### src/rtl/mrpd_pkg.sv
package mrpd_pkg;

  localparam int MAX_CPUS = 4;
  localparam int CPU_W    = 2;
  localparam int PRIO_W   = 7;
  localparam int OP_W     = 2;
  localparam int ROWS     = 8;

  localparam logic [PRIO_W-1:0] NO_RT     = 7'd64;
  localparam logic [3:0]        MASK_INIT = 4'hF;

  typedef enum logic [OP_W-1:0] {
    OP_READY  = 2'd0,
    OP_SLEEP  = 2'd1,
    OP_REPORT = 2'd2,
    OP_SCHED  = 2'd3
  } op_t;

  // controller to datapath commands
  typedef struct packed {
    logic             load;     // snapshot ready map, clear scratch
    logic             apply;    // execute ready / sleep / report
    logic             extract;  // take next highest ready level
    logic             match;    // settle one CPU
    logic [CPU_W-1:0] step;     // CPU the current step works on
  } ctl_t;

  // lowest set bit of a byte
  function automatic logic [2:0] low_bit8(input logic [7:0] v);
    logic [2:0] r;
    r = 3'd0;
    for (int b = 7; b >= 0; b--) begin
      if (v[b]) r = 3'(b);
    end
    return r;
  endfunction

endpackage

### src/rtl/mrpd_cmd_if.sv
interface mrpd_cmd_if;
  import mrpd_pkg::*;

  logic              valid;
  logic              ready;
  logic [OP_W-1:0]   opcode;
  logic [PRIO_W-1:0] prio;
  logic [CPU_W-1:0]  cpu;

  modport source (output valid, output opcode, output prio, output cpu, input ready);
  modport sink   (input valid, input opcode, input prio, input cpu, output ready);
endinterface

### src/rtl/mrpd_disp_if.sv
interface mrpd_disp_if;
  import mrpd_pkg::*;

  logic              valid;
  logic              ready;
  logic [CPU_W-1:0]  cpu_index;
  logic [PRIO_W-1:0] chosen_prio;
  logic              needs_resched;
  logic              is_realtime;
  logic              last;

  modport source (output valid, output cpu_index, output chosen_prio, output needs_resched,
                  output is_realtime, output last, input ready);
  modport sink   (input valid, input cpu_index, input chosen_prio, input needs_resched,
                  input is_realtime, input last, output ready);
endinterface

### src/rtl/mrpd_ctrl.sv
module mrpd_ctrl #(
  parameter int NCPU = 4
) (
  input  logic                      clk,
  input  logic                      rst,
  input  logic                      in_valid,
  input  logic [mrpd_pkg::OP_W-1:0] in_opcode,
  output logic                      in_ready,
  output logic                      out_valid,
  input  logic                      out_ready,
  output mrpd_pkg::ctl_t            ctl
);
  import mrpd_pkg::*;

  localparam logic [CPU_W-1:0] LAST = CPU_W'(NCPU - 1);

  typedef enum logic [1:0] {
    S_IDLE,
    S_EXTRACT,
    S_MATCH,
    S_EMIT
  } state_t;

  state_t           state;
  logic [CPU_W-1:0] step;
  logic             accept;
  logic             is_sched;

  assign in_ready  = (state == S_IDLE);
  assign out_valid = (state == S_EMIT);
  assign accept    = in_valid && in_ready;
  assign is_sched  = (in_opcode == OP_SCHED);

  // command decode
  always_comb begin
    ctl.load    = accept && is_sched;
    ctl.apply   = accept && !is_sched;
    ctl.extract = (state == S_EXTRACT);
    ctl.match   = (state == S_MATCH);
    ctl.step    = step;
  end

  // sequencer: extract, match, emit, one CPU per step
  always_ff @(posedge clk) begin
    if (rst) begin
      state <= S_IDLE;
      step  <= '0;
    end else begin
      case (state)
        S_IDLE: begin
          if (accept && is_sched) begin
            state <= S_EXTRACT;
            step  <= '0;
          end
        end
        S_EXTRACT: begin
          if (step == LAST) begin
            state <= S_MATCH;
            step  <= '0;
          end else begin
            step <= step + 1'b1;
          end
        end
        S_MATCH: begin
          if (step == LAST) begin
            state <= S_EMIT;
            step  <= '0;
          end else begin
            step <= step + 1'b1;
          end
        end
        S_EMIT: begin
          if (out_ready) begin
            if (step == LAST) begin
              state <= S_IDLE;
              step  <= '0;
            end else begin
              step <= step + 1'b1;
            end
          end
        end
        default: begin
          state <= S_IDLE;
          step  <= '0;
        end
      endcase
    end
  end

endmodule

### src/rtl/mrpd_datapath.sv
module mrpd_datapath #(
  parameter int NCPU = 4
) (
  input  logic                        clk,
  input  logic                        rst,
  input  logic                        cfg_we,
  input  logic [3:0]                  cfg_data,
  input  mrpd_pkg::ctl_t              ctl,
  input  logic [mrpd_pkg::OP_W-1:0]   opcode,
  input  logic [mrpd_pkg::PRIO_W-1:0] prio,
  input  logic [mrpd_pkg::CPU_W-1:0]  cpu,
  output logic [mrpd_pkg::CPU_W-1:0]  cpu_index,
  output logic [mrpd_pkg::PRIO_W-1:0] chosen_prio,
  output logic                        needs_resched,
  output logic                        is_realtime,
  output logic                        last
);
  import mrpd_pkg::*;

  localparam logic [CPU_W-1:0] LAST = CPU_W'(NCPU - 1);

  // architectural state
  logic [3:0]        global_cpu_mask;
  logic [7:0]        ready_group;
  logic [7:0]        ready_rows [ROWS];
  logic [PRIO_W-1:0] current_prio [MAX_CPUS];

  // schedule scratch
  logic [7:0]        work_group;
  logic [7:0]        work_rows [ROWS];
  logic [5:0]        slot [MAX_CPUS];
  logic [MAX_CPUS-1:0] slot_valid;
  logic [MAX_CPUS-1:0] taken;
  logic [MAX_CPUS-1:0] settled;
  logic [PRIO_W-1:0] chosen [MAX_CPUS];

  // op decode
  logic [2:0] op_y, op_x;
  logic [7:0] op_bit, sleep_row;
  assign op_y      = prio[5:3];
  assign op_x      = prio[2:0];
  assign op_bit    = 8'b1 << op_x;
  assign sleep_row = ready_rows[op_y] & ~op_bit;

  // extraction of the next highest ready level
  logic [2:0] ext_y, ext_x;
  logic [7:0] ext_row_clr;
  logic       ext_take;
  assign ext_y       = low_bit8(work_group);
  assign ext_x       = low_bit8(work_rows[ext_y]);
  assign ext_row_clr = work_rows[ext_y] & ~(8'b1 << ext_x);
  assign ext_take    = global_cpu_mask[ctl.step] && (work_group != 8'd0);

  // matching for the CPU at ctl.step
  logic [MAX_CPUS-1:0] blocked, kept_hit, free_hit;
  logic [CPU_W-1:0]    kept_j, free_j;
  logic                kept_any, free_any;
  logic [PRIO_W-1:0]   cur_step;
  assign cur_step = current_prio[ctl.step];

  always_comb begin
    for (int j = 0; j < MAX_CPUS; j++) begin
      blocked[j] = 1'b0;
      for (int m = 0; m < NCPU; m++) begin
        if (!settled[m] && current_prio[m] == {1'b0, slot[j]}) blocked[j] = 1'b1;
      end
      kept_hit[j] = slot_valid[j] && !taken[j] && (cur_step == {1'b0, slot[j]});
      free_hit[j] = slot_valid[j] && !taken[j] && !blocked[j];
    end
    kept_any = 1'b0;
    free_any = 1'b0;
    kept_j   = '0;
    free_j   = '0;
    // descending so the lowest index wins
    for (int j = MAX_CPUS - 1; j >= 0; j--) begin
      if (kept_hit[j]) begin
        kept_any = 1'b1;
        kept_j   = CPU_W'(j);
      end
      if (free_hit[j]) begin
        free_any = 1'b1;
        free_j   = CPU_W'(j);
      end
    end
  end

  // ready map, running priorities, config
  always_ff @(posedge clk) begin
    if (rst) begin
      global_cpu_mask <= MASK_INIT;
      ready_group     <= '0;
      for (int i = 0; i < ROWS; i++) ready_rows[i] <= '0;
      for (int i = 0; i < MAX_CPUS; i++) current_prio[i] <= NO_RT;
    end else begin
      if (cfg_we) global_cpu_mask <= cfg_data;
      if (ctl.apply) begin
        case (opcode)
          OP_READY: begin
            if (!prio[6]) begin
              ready_group[op_y] <= 1'b1;
              ready_rows[op_y]  <= ready_rows[op_y] | op_bit;
            end
          end
          OP_SLEEP: begin
            if (!prio[6]) begin
              ready_rows[op_y] <= sleep_row;
              if (sleep_row == 8'd0) ready_group[op_y] <= 1'b0;
            end
          end
          OP_REPORT: begin
            if (int'(cpu) < NCPU) current_prio[cpu] <= (prio > NO_RT) ? NO_RT : prio;
          end
          default: begin
          end
        endcase
      end
    end
  end

  // schedule scratch: snapshot, extraction, matching
  always_ff @(posedge clk) begin
    if (ctl.load) begin
      work_group <= ready_group;
      for (int i = 0; i < ROWS; i++) work_rows[i] <= ready_rows[i];
      for (int i = 0; i < MAX_CPUS; i++) begin
        slot_valid[i] <= 1'b0;
        taken[i]      <= (i < NCPU) && !global_cpu_mask[i];
        settled[i]    <= (i < NCPU) && !global_cpu_mask[i];
        chosen[i]     <= NO_RT;
      end
    end else if (ctl.extract) begin
      if (ext_take) begin
        slot[ctl.step]       <= {ext_y, ext_x};
        slot_valid[ctl.step] <= 1'b1;
        work_rows[ext_y]     <= ext_row_clr;
        if (ext_row_clr == 8'd0) work_group[ext_y] <= 1'b0;
      end
    end else if (ctl.match) begin
      if (global_cpu_mask[ctl.step]) begin
        if (kept_any) begin
          chosen[ctl.step]  <= cur_step;
          taken[kept_j]     <= 1'b1;
          settled[ctl.step] <= 1'b1;
        end else if (free_any) begin
          chosen[ctl.step] <= {1'b0, slot[free_j]};
          taken[free_j]    <= 1'b1;
        end
      end
    end
  end

  // result fields for the CPU being emitted
  assign cpu_index     = ctl.step;
  assign chosen_prio   = chosen[ctl.step];
  assign needs_resched = (chosen[ctl.step] != cur_step);
  assign is_realtime   = !chosen[ctl.step][6];
  assign last          = (ctl.step == LAST);

endmodule

### src/rtl/multicore_realtime_priority_dispatcher_top.sv
// Real-time priority dispatcher for up to four CPUs over 64 levels (0 highest).
// Ready, sleep and report items complete in the cycle they are accepted and
// produce nothing. A schedule item runs extraction (the next highest ready
// level for each CPU whose mask bit is set, while any remain, from a snapshot
// of the group/row map), then matching (one CPU settled per cycle), then
// returns NCPU results, one per cycle while the sink takes them. The step
// sequencer works one CPU at a time; cmd.ready is low from a schedule item's
// acceptance until its last result is taken. NCPU is NUM_CPUS capped at four.
// Local CPUs (mask bit 0) always receive level 64.
module multicore_realtime_priority_dispatcher_top #(
  parameter int NUM_CPUS = 4
) (
  input  logic        clk,
  input  logic        rst,
  input  logic        cfg_we,
  input  logic [3:0]  cfg_data,
  mrpd_cmd_if.sink    cmd,
  mrpd_disp_if.source dispatch
);
  import mrpd_pkg::*;

  localparam int NCPU = (NUM_CPUS < MAX_CPUS) ? NUM_CPUS : MAX_CPUS;

  ctl_t ctl;

  mrpd_ctrl #(.NCPU(NCPU)) u_ctrl (
    .clk       (clk),
    .rst       (rst),
    .in_valid  (cmd.valid),
    .in_opcode (cmd.opcode),
    .in_ready  (cmd.ready),
    .out_valid (dispatch.valid),
    .out_ready (dispatch.ready),
    .ctl       (ctl)
  );

  mrpd_datapath #(.NCPU(NCPU)) u_dp (
    .clk           (clk),
    .rst           (rst),
    .cfg_we        (cfg_we),
    .cfg_data      (cfg_data),
    .ctl           (ctl),
    .opcode        (cmd.opcode),
    .prio          (cmd.prio),
    .cpu           (cmd.cpu),
    .cpu_index     (dispatch.cpu_index),
    .chosen_prio   (dispatch.chosen_prio),
    .needs_resched (dispatch.needs_resched),
    .is_realtime   (dispatch.is_realtime),
    .last          (dispatch.last)
  );

endmodule

### src/flat_wrapper.sv
// flat-port wrapper written by rule: the top's interface ports become plain ports
module multicore_realtime_priority_dispatcher_top_flat import mrpd_pkg::*;
#(
  parameter int NUM_CPUS = 4
)
  (clk, rst, cfg_we, cfg_data, cmd_valid, cmd_opcode, cmd_prio, cmd_cpu, cmd_ready, dispatch_valid, dispatch_cpu_index, dispatch_chosen_prio, dispatch_needs_resched, dispatch_is_realtime, dispatch_last, dispatch_ready);
  mrpd_cmd_if cmd_i ();
  mrpd_disp_if dispatch_i ();
  input  logic clk;
  input  logic rst;
  input  logic cfg_we;
  input  logic [3:0] cfg_data;
  input wire logic [$bits(cmd_i.valid)-1:0] cmd_valid;
  input wire logic [$bits(cmd_i.opcode)-1:0] cmd_opcode;
  input wire logic [$bits(cmd_i.prio)-1:0] cmd_prio;
  input wire logic [$bits(cmd_i.cpu)-1:0] cmd_cpu;
  output wire logic [$bits(cmd_i.ready)-1:0] cmd_ready;
  output wire logic [$bits(dispatch_i.valid)-1:0] dispatch_valid;
  output wire logic [$bits(dispatch_i.cpu_index)-1:0] dispatch_cpu_index;
  output wire logic [$bits(dispatch_i.chosen_prio)-1:0] dispatch_chosen_prio;
  output wire logic [$bits(dispatch_i.needs_resched)-1:0] dispatch_needs_resched;
  output wire logic [$bits(dispatch_i.is_realtime)-1:0] dispatch_is_realtime;
  output wire logic [$bits(dispatch_i.last)-1:0] dispatch_last;
  input wire logic [$bits(dispatch_i.ready)-1:0] dispatch_ready;
  assign cmd_i.valid = cmd_valid;
  assign cmd_i.opcode = cmd_opcode;
  assign cmd_i.prio = cmd_prio;
  assign cmd_i.cpu = cmd_cpu;
  assign cmd_ready = cmd_i.ready;
  assign dispatch_valid = dispatch_i.valid;
  assign dispatch_cpu_index = dispatch_i.cpu_index;
  assign dispatch_chosen_prio = dispatch_i.chosen_prio;
  assign dispatch_needs_resched = dispatch_i.needs_resched;
  assign dispatch_is_realtime = dispatch_i.is_realtime;
  assign dispatch_last = dispatch_i.last;
  assign dispatch_i.ready = dispatch_ready;
  multicore_realtime_priority_dispatcher_top #(.NUM_CPUS(NUM_CPUS)) u_core (.clk(clk), .rst(rst), .cfg_we(cfg_we), .cfg_data(cfg_data), .cmd(cmd_i), .dispatch(dispatch_i));
endmodule
### config.mk
export PLATFORM = sky130hd
export DESIGN_NAME = multicore_realtime_priority_dispatcher_top_flat
export DESIGN_NICKNAME = d
export VERILOG_FILES = /design/src/rtl/mrpd_pkg.sv /design/src/rtl/mrpd_cmd_if.sv /design/src/rtl/mrpd_disp_if.sv /design/src/rtl/mrpd_ctrl.sv /design/src/rtl/mrpd_datapath.sv /design/src/rtl/multicore_realtime_priority_dispatcher_top.sv /design/src/flat_wrapper.sv
export SDC_FILE = /design/constraint.sdc
export NUM_CORES = 1
export LEC_CHECK = 0
export BUFFER_PORTS_ARGS = -buffer_cell sky130_fd_sc_hd__buf_2
export CAP_MARGIN = 20
export CELL_PAD_IN_SITES_DETAIL_PLACEMENT = 2
export CELL_PAD_IN_SITES_GLOBAL_PLACEMENT = 2
export CORE_ASPECT_RATIO = 0.75
export CORE_UTILIZATION = 44
export CTS_CLUSTER_SIZE = 12
export DETAILED_ROUTE_END_ITERATION = 8
export PLACE_DENSITY_LB_ADDON = 0.1
export SLEW_MARGIN = 20
export SYNTH_ARGS = -nofsm -noshare
export SYNTH_HDL_FRONTEND = slang
export SYNTH_SLANG_ARGS = --single-unit
export TNS_END_PERCENT = 20
### constraint.sdc
create_clock -name clk -period 4.2 [get_ports clk]
set_input_delay 0.63 -clock clk [delete_from_list [all_inputs] [get_ports clk]]
set_output_delay 0.63 -clock clk [all_outputs]
set_load 0.02 [all_outputs]
Yosys cells after proc, flatten, opt, wreduce, memory -nomap -nowiden
Memories as Yosys holds them, arrays and structs flattened. A register that Yosys moved wholly into a read port is not among the register bits.
Cells that the tools add are included.
Operators by class
  reduce and logical (&&, ||, !) cells: 80
  bitwise logic cells: 16
  multiplexer cells: 142
  add/subtract/negate cells: 1
  shift operators: 2
  equal/unequal tests: 37
  $lt $le $gt $ge: 11
Operators by type and width (number)
  == test 7 x 6 -> 1 bit: 20
  2-to-1 mux 8 bit: 10
  2-to-1 mux 1 bit: 68
  2-to-1 mux 3 bit: 18
  2-to-1 mux 2 bit: 22
  2-to-1 mux 4 bit: 11
  logical AND 1 bit: 37
  bitwise AND 8 bit: 4
  NOT 8 bit: 4
  2-to-1 mux 7 bit: 4
  zero test 1 bit: 18
  zero test 8 bit: 2
  bitwise OR 4 bit: 4
  bitwise OR 8 bit: 2
  one-hot mux 8 bit (2 select lines): 1
  OR reduction 8 bit: 2
  left shift 1 x 3 -> 8 bit (first input constant): 2
  nonzero test 2 bit: 7
  OR reduction 7 bit: 2
  == test 2 bit (second input constant): 5
  inequality test 2 bit (second input constant): 5
  AND reduction 5 bit: 2
  < comparator 2 x 3 -> 1 bit (second input constant): 3
  < comparator 3 x 4 -> 1 bit (second input constant): 2
  20 further kinds: 34
Storage, ports and cells
  output and inout port bits: 14
  logic and storage cells: 302
  memories kept: 5
  register bits after elaboration: 36
  RAM bits: 208
  bits of input ports: 20
Memory list
  u_core.u_dp.ready_rows: depth 8, bits a word 8, rd ports 9, clocked after Yosys merged registers in 0, write ports 8, line mrpd_datapath.sv:25  | logic [7:0] ready_rows [ROWS];
  u_core.u_dp.work_rows: depth 8, bits a word 8, rd ports 1, clocked after Yosys merged registers in 0, write ports 8, line mrpd_datapath.sv:30  | logic [7:0] work_rows [ROWS];
  u_core.u_dp.chosen: depth 4, bits a word 7, rd ports 1, clocked after Yosys merged registers in 1, write ports 4, line mrpd_datapath.sv:35  | logic [PRIO_W-1:0] chosen [MAX_CPUS];
  u_core.u_dp.current_prio: depth 4, bits a word 7, rd ports 5, clocked after Yosys merged registers in 1, write ports 4, line mrpd_datapath.sv:26  | logic [PRIO_W-1:0] current_prio [MAX_CPUS];
  u_core.u_dp.slot: depth 4, bits a word 6, rd ports 5, clocked after Yosys merged registers in 0, write ports 1, line mrpd_datapath.sv:31  | logic [5:0] slot [MAX_CPUS];

Depth between registers and ports, before layout
An unclocked memory read counts as a cell.
  depth after elaboration: 25
  depth in mapped cells: 12
  gate-level depth less buffers: 9

Cells and area by module
From an unflattened synthesis, not the netlist that was laid out.
Second synthesis, totals
  cell total of the unflattened synthesis: 1218
  area total of the unflattened synthesis: 13486.7 sq um
Modules (own cells, without submodules)
  mrpd_datapath: cells an instance 1183, seq. area each 7046.8 sq um, instances 1, area each 13167.6 sq um
  mrpd_ctrl: cells an instance 35, seq. area each 80.1 sq um, instances 1, area each 319.1 sq um

Worst setup path before layout
No wires, ideal clock.
  path kind: flip-flop to flip-flop
  start: register u_core.u_dp.work_group[7]
  end: register u_core.u_dp.work_group[0], enable pin
  path buffers: 1
  setup slack: 0.547 ns
  required time: 3.819 ns
  clock period less this slack: 3.653 ns
  arrival: 3.272 ns
  setup time: 0.381 ns
  cell stages (with the launch flop): 11
  path through: edfxtp_1 -> or4_4 -> buf_6 -> nand2_4 -> inv_6 -> mux2_4 -> o2bb2ai_2 -> a221oi_4 -> a41oi_2 -> or4b_1 -> o41ai_2
On the way
  cells in the longest elaborated chain, start to end: 23
  elaborated cells on any way between the ends: 26
  classes of those cells: shift (1); mux (16); bitwise (2); reduce/logical (6); memory (1)
RTL lines
  from (decl): line mrpd_datapath.sv:29  | logic [7:0] work_group;
  from (signal assigned): line mrpd_datapath.sv:123  | work_group <= ready_group;
  2-to-1 mux 3 bit * (8 in series): line mrpd_pkg.sv:33  | if (v[b]) r = 3'(b);
  via u_core.u_dp.ext_y[2]: line mrpd_datapath.sv:46  | logic [2:0] ext_y, ext_x;
  memory (8 x 8 bit) *
  2-to-1 mux 3 bit (8 in series): line mrpd_pkg.sv:33
  left shift 1 x 3 -> 8 bit: line mrpd_datapath.sv:51  | assign ext_row_clr = work_rows[ext_y] & ~(8'b1 << ext_x);
  NOT 8 bit: line mrpd_datapath.sv:51
  bitwise AND 8 bit *: line mrpd_datapath.sv:51
  zero test 8 bit *: line mrpd_datapath.sv:136  | if (ext_row_clr == 8'd0) work_group[ext_y] <= 1'b0;
  nonzero test 2 bit (no line) *
  AND reduction 3 bit (no line) *
Mark *: on every way through the listed nets, which the timed path passes. The rest lies on a longest branch.
A chain may end at the register's enable or synchronous reset.

Worst setup path in the final report
  start: register u_core.u_dp.work_group[6]
  end: register u_core.u_dp.work_group[3], enable pin
On the way
  cells in the longest elaborated chain, start to end: 22
  elaborated cells on any way between the ends: 25
  classes of those cells: shift (1); mux (15); bitwise (2); reduce/logical (6); memory (1)
RTL lines (line)
  2-to-1 mux 3 bit (7 in series): mrpd_pkg.sv:33
  memory (8 x 8 bit)
  2-to-1 mux 3 bit (8 in series): mrpd_pkg.sv:33
  left shift 1 x 3 -> 8 bit: mrpd_datapath.sv:51
  NOT 8 bit: mrpd_datapath.sv:51
  bitwise AND 8 bit: mrpd_datapath.sv:51
  zero test 8 bit: mrpd_datapath.sv:136
  nonzero test 2 bit (no line)
  AND reduction 3 bit (no line) *
Every way passes the cells marked *; elsewhere a longest branch is shown, timed or not.

==> flow_summary.html <==
<table>
<tr><th>Metric</th><th>Value</th></tr>
<tr><th colspan="2">Routing</th></tr>
<tr><td>Drt via density</td><td>6.40</td></tr>
<tr><td>Post-detailed-routing wire length</td><td>54.4 mm</td></tr>
<tr><td>First DRT Iteration DRCs</td><td>1257</td></tr>
<tr><td>Wirelength per Cell</td><td>33.5 µm</td></tr>
<tr><td>DRC violations left</td><td>0</td></tr>
<tr><td>Post-route antenna net violation count</td><td>0</td></tr>
<tr><td>Total number of vias</td><td>10375</td></tr>
<tr><td>Number of iterations in the first detailed-routing pass</td><td>7</td></tr>
<tr><th colspan="2">Synthesis</th></tr>
<tr><td>Part of the Yosys area used for sequential elements</td><td>0.521</td></tr>
<tr><td>Post-Synthesis Cell Area</td><td>13700 µm²</td></tr>
<tr><td>Count of cell types in the netlist</td><td>85</td></tr>
<tr><td>Main combinational cell family by area after synthesis</td><td>simple AND/OR/NAND/NOR gates</td></tr>
<tr><td>Mux contribution to synthesized area</td><td>0.113</td></tr>
<tr><td>Syn_nets</td><td>1213</td></tr>
<tr><td>Fraction of synthesized cell area taken by the top area cell type</td><td>0.489</td></tr>
<tr><td>Synthesized-area fraction occupied by ao, oa, aoi and oai cells</td><td>0.0756</td></tr>
<tr><td>Post-synthesis cell count</td><td>1184</td></tr>
<tr><td>#FFs+latches synth</td><td>246</td></tr>
<tr><td>Arithmetic-cell share of the synthesized area counting full adders, half adders and majority gates</td><td>0.00819</td></tr>
<tr><td>Top area cells in the synthesized netlist</td><td>sky130_fd_sc_hd__edfxtp_1 (49%), sky130_fd_sc_hd__mux2_2 (4.8%), sky130_fd_sc_hd__mux4_2 (4.3%)</td></tr>
<tr><td>Post-synthesis simple-gate area fraction</td><td>0.166</td></tr>
<tr><td>Parity-gate share of the synthesized area counting xor and xnor cells</td><td>0.0809</td></tr>
<tr><td>Dominant register cell in the synthesized netlist</td><td>sky130_fd_sc_hd__edfxtp_1</td></tr>
<tr><td>Library cell occupying the most area in the post-synthesis netlist</td><td>sky130_fd_sc_hd__edfxtp_1</td></tr>
<tr><td>Yosys synthesis warning count</td><td>0</td></tr>
<tr><td>Synthesized area divided by synthesized cell count</td><td>11.6 µm²</td></tr>
<tr><td>Number of enable flip-flop cells after synthesis</td><td>224</td></tr>
<tr><td>Share of flip-flops with an asynchronous set or reset</td><td>0</td></tr>
<tr><th colspan="2">STA</th></tr>
<tr><td>Max-slew violation count</td><td>0</td></tr>
<tr><td>Transition time at the pin with the least slew margin</td><td>0.982 ns</td></tr>
<tr><td>Sum of negative setup slack</td><td>0 ns</td></tr>
<tr><td>Ratio of final minimum period to clock period</td><td>0.935</td></tr>
<tr><td>Minimum clock period after layout</td><td>3.93 ns</td></tr>
<tr><td>Highest achievable clock rate</td><td>255 MHz</td></tr>
<tr><td>Final number of hold-violating endpoints</td><td>0</td></tr>
<tr><td>Slack of the critical path</td><td>0.274 ns</td></tr>
<tr><td>Setup repair after global routing missed its margin</td><td>no</td></tr>
<tr><td>Setup violators final</td><td>0</td></tr>
<tr><td>Relative slew slack</td><td>0.341</td></tr>
<tr><td>Fin Hold WS</td><td>0.263 ns</td></tr>
<tr><td>Post-route clock skew</td><td>0.0235 ns</td></tr>
<tr><th colspan="2">Placed design</th></tr>
<tr><td>Post-place instance area</td><td>14400 µm²</td></tr>
<tr><td>DP Wirelength</td><td>41.4 mm</td></tr>
<tr><td>Routability congestion estimate</td><td>0.942</td></tr>
<tr><td>Count of buffers from port buffering</td><td>33</td></tr>
<tr><td>Worst setup slack before clock tree synthesis</td><td>0.206 ns</td></tr>
<tr><th colspan="2">Clock network</th></tr>
<tr><td>CTS Hold Buffers Added</td><td>0</td></tr>
<tr><td>TritonCTS clock tree</td><td>built</td></tr>
<tr><td>Insertion delay of the later-clocked pin in the worst-skew pair</td><td>0.57 ns</td></tr>
<tr><td>CTS clock-pin slew for the worst setup and hold paths</td><td>0.06 ns</td></tr>
<tr><td>Clock tree sinks</td><td>246</td></tr>
<tr><td>Clock buffers created by TritonCTS</td><td>27</td></tr>
<tr><td>Maximum level of the CTS H-tree</td><td>1</td></tr>
<tr><td>Deepest clock path buffer count</td><td>3</td></tr>
<tr><td>Root buffer cell</td><td>sky130_fd_sc_hd__clkbuf_16</td></tr>
<tr><th colspan="2">Layout</th></tr>
<tr><td>Syn-to-layout area delta</td><td>10.8%</td></tr>
<tr><td>Fraction of layout cells with a size suffix above 1</td><td>0.200</td></tr>
<tr><td>Final std cell area, no fill</td><td>15200 µm²</td></tr>
<tr><td>Filler cell count</td><td>3028</td></tr>
<tr><td>Final net count</td><td>1231</td></tr>
<tr><td>Antenna Diode Count</td><td>0</td></tr>
<tr><th colspan="2">Setup path</th></tr>
<tr><td>Top fanout value on the critical path</td><td>8</td></tr>
<tr><td>Largest delay share family, worst path</td><td>simple AND/OR/NAND/NOR gates</td></tr>
<tr><td>Startpoint types</td><td>flop</td></tr>
<tr><td>Largest stage delay on the critical path</td><td>0.61 ns</td></tr>
<tr><td>Reg-to-Reg Start</td><td>u_core.u_dp.work_group[6]</td></tr>
<tr><td>Critical path's most frequent cell</td><td>sky130_fd_sc_hd__buf_4</td></tr>
<tr><td>Endpoint kind of the worst setup timing path</td><td>flop</td></tr>
<tr><td>Startpoint of the worst setup timing path</td><td>u_core.u_dp.work_group[6]</td></tr>
<tr><td>Slowest CP cell</td><td>sky130_fd_sc_hd__nor3_1</td></tr>
<tr><td>Data required time at the worst endpoint</td><td>4.46 ns</td></tr>
<tr><td>Cells traversed along the worst timing path</td><td>nor2b_1 &gt; o21bai_1 &gt; buf_4 &gt; a31oi_1 &gt; a21oi_1 &gt; nor3_1 &gt; a41oi_2 &gt; or4b_1 &gt; o41ai_2 &gt; buf_4</td></tr>
<tr><td>Data arrival, critical path</td><td>4.19 ns</td></tr>
<tr><td>Setup CP Type</td><td>reg -&gt; reg</td></tr>
<tr><td>Buffers &amp; Inverters on Critical Path</td><td>2</td></tr>
<tr><th colspan="2">Worst hold path</th></tr>
<tr><td>Launch point of the worst hold path</td><td>cfg_data[2]</td></tr>
<tr><td>Worst Hold Class</td><td>in -&gt; reg</td></tr>
<tr><th colspan="2">Global route</th></tr>
<tr><td>Via count of the first global-routing pass</td><td>10714</td></tr>
<tr><td>Wire length of the first global-routing pass</td><td>78.3 mm</td></tr>
<tr><td>Antenna violations before repair</td><td>3</td></tr>
<tr><td>Global route overflow</td><td>0</td></tr>
<tr><td>Pin count of the biggest net entering global routing</td><td>33</td></tr>
<tr><td>Global routing usage summed across all routing layers</td><td>0.347</td></tr>
<tr><th colspan="2">Die</th></tr>
<tr><td>Total I/O pin count</td><td>34</td></tr>
<tr><td>Std-Cell Rows</td><td>55</td></tr>
<tr><td>Starting density of the core</td><td>0.452</td></tr>
<tr><td>Die Outline Area</td><td>32000 µm²</td></tr>
<tr><td>Height of the chip</td><td>155 µm</td></tr>
<tr><td>Width of the die</td><td>206 µm</td></tr>
<tr><td>Total core area</td><td>30400 µm²</td></tr>
<tr><th colspan="2">Pwr</th></tr>
<tr><td>Lkg Pwr</td><td>5.40 nW</td></tr>
<tr><td>Tot Pwr</td><td>6.68 mW</td></tr>
<tr><td>Areal power density over the cells</td><td>438 nW/µm²</td></tr>
<tr><td>IR Drop Worst-Case VDD</td><td>327 µV</td></tr>
<tr><th colspan="2">Flow run</th></tr>
<tr><td>Max-cap check violation count</td><td>0</td></tr>
<tr><th colspan="2">Outcome</th></tr>
<tr><td>Result of the run</td><td>completed</td></tr>
</table>
[cell usage in the layout, fill, tap and decap left out, drive strengths merged, types with 5 or more instances in the layout]
master / instances
nor3b: 17
xor2: 61
and3: 5
inv: 22
nor2: 152
a221oi: 6
nand2b: 41
nand4: 22
clkbuf: 41
dfxtp: 22
a21oi: 27
a21o: 7
buf: 83
mux2i: 27
mux2: 61
o22ai: 6
and2: 17
nand3: 24
clkinv: 6
nor3: 19
xnor2: 66
a22oi: 14
nand3b: 7
edfxtp: 224
mux4: 26
or3: 6
nor2b: 21
o31a: 8
nor4: 25
nand2: 61
o21ai: 18
ha: 9
a21boi: 6
or2: 9
[cell families after synthesis]
group           after synthesis
buf+inv                     114
flops                       246
compound gates              136
xor+xnor                    127
simple gates                438
mux                         114
fa+ha+maj                     9
[layer usage]
metal  vias to the layer above  wire length (µm)  GRT usage
li1                       4340                 -          -
met1                      5403             25200      0.554
met2                       561             22000      0.474
met3                        71              6010     0.0788
met4                         0              1060     0.0669
met5                         -                 0          0
[per-stage QoR]
stage / cells / util
floorplan: 1184 / -
global placement: 1572 / 0.473
detailed placement: 1572 / 0.473
CTS: 1622 / 0.500
global route: 1622 / 0.501
finish: 1622 / 0.501
[cells in the mapped netlist (5+ instances only)]
cell                       instances
sky130_fd_sc_hd__nor2b_1          21
sky130_fd_sc_hd__nand3_1          21
sky130_fd_sc_hd__nor2_1          151
sky130_fd_sc_hd__o22ai_1           6
sky130_fd_sc_hd__nand2b_1         41
sky130_fd_sc_hd__nor3_1           18
sky130_fd_sc_hd__inv_1            19
sky130_fd_sc_hd__clkbuf_1         68
sky130_fd_sc_hd__nor4_1           22
sky130_fd_sc_hd__a22oi_1          14
sky130_fd_sc_hd__buf_1             7
sky130_fd_sc_hd__o21ai_0          15
sky130_fd_sc_hd__mux4_2           26
sky130_fd_sc_hd__a21o_1            7
sky130_fd_sc_hd__o31a_1            8
sky130_fd_sc_hd__xnor2_1          66
sky130_fd_sc_hd__ha_1              9
sky130_fd_sc_hd__xor2_1           61
sky130_fd_sc_hd__a21oi_1          27
sky130_fd_sc_hd__or2_2             9
sky130_fd_sc_hd__mux2i_1          27
sky130_fd_sc_hd__nor3b_1          17
sky130_fd_sc_hd__nand3b_1          6
sky130_fd_sc_hd__nand4_1          22
sky130_fd_sc_hd__edfxtp_1        224
sky130_fd_sc_hd__nand2_1          60
sky130_fd_sc_hd__and3_1            5
sky130_fd_sc_hd__buf_2            12
sky130_fd_sc_hd__dfxtp_1          22
sky130_fd_sc_hd__mux2_2           59
sky130_fd_sc_hd__or3_1             6
sky130_fd_sc_hd__and2_1           16
[state kept, by name, summed over array words and instances (netlist names), 8 cells and up, named ones only]
register,flops
u_core.u_dp.ready_rows,64
u_core.u_dp.work_group,8
u_core.u_dp.slot,24
u_core.u_dp.current_prio,28
u_core.u_dp.work_rows,64
u_core.u_dp.chosen,28
[path summary, 6_finish.rpt]
path,to,slack (ns),depth (start not counted)
setup / recovery,u_core.u_dp.work_group[3],0.27,10
hold / removal,u_core.u_dp.global_cpu_mask[2],0.26,2
setup reg to reg,u_core.u_dp.work_group[3],0.27,10
hold reg to reg,u_core.u_dp.slot_valid[1],0.45,1
[where the power goes]
part | total [mW] | switching [mW] | internal [mW]
registers | 3.09 | 0.218 | 2.87
clock network | 2.31 | 1.02 | 1.29
logic | 1.28 | 0.817 | 0.463
[cell type report]
class | instances | area, µm² | share of cell area
well taps | 399 | 499 | 0.0328
clock buffers | 41 | 738 | 0.0485
flip-flops and latches | 246 | 7170 | 0.471
multi-input cells | 824 | 6110 | 0.401
repair buffers | 83 | 541 | 0.0355
clock inverters | 9 | 92.6 | 0.00608
inverters | 20 | 80.1 | 0.00526
[timing repair]
action / in CTS / in global routing
hold endpoints to repair: 0 / 0
resized for setup: 0 / 1
setup buffers: 0 / 0
setup endpoints to repair: 0 / 8
Power figures use the tool's default switching activity.
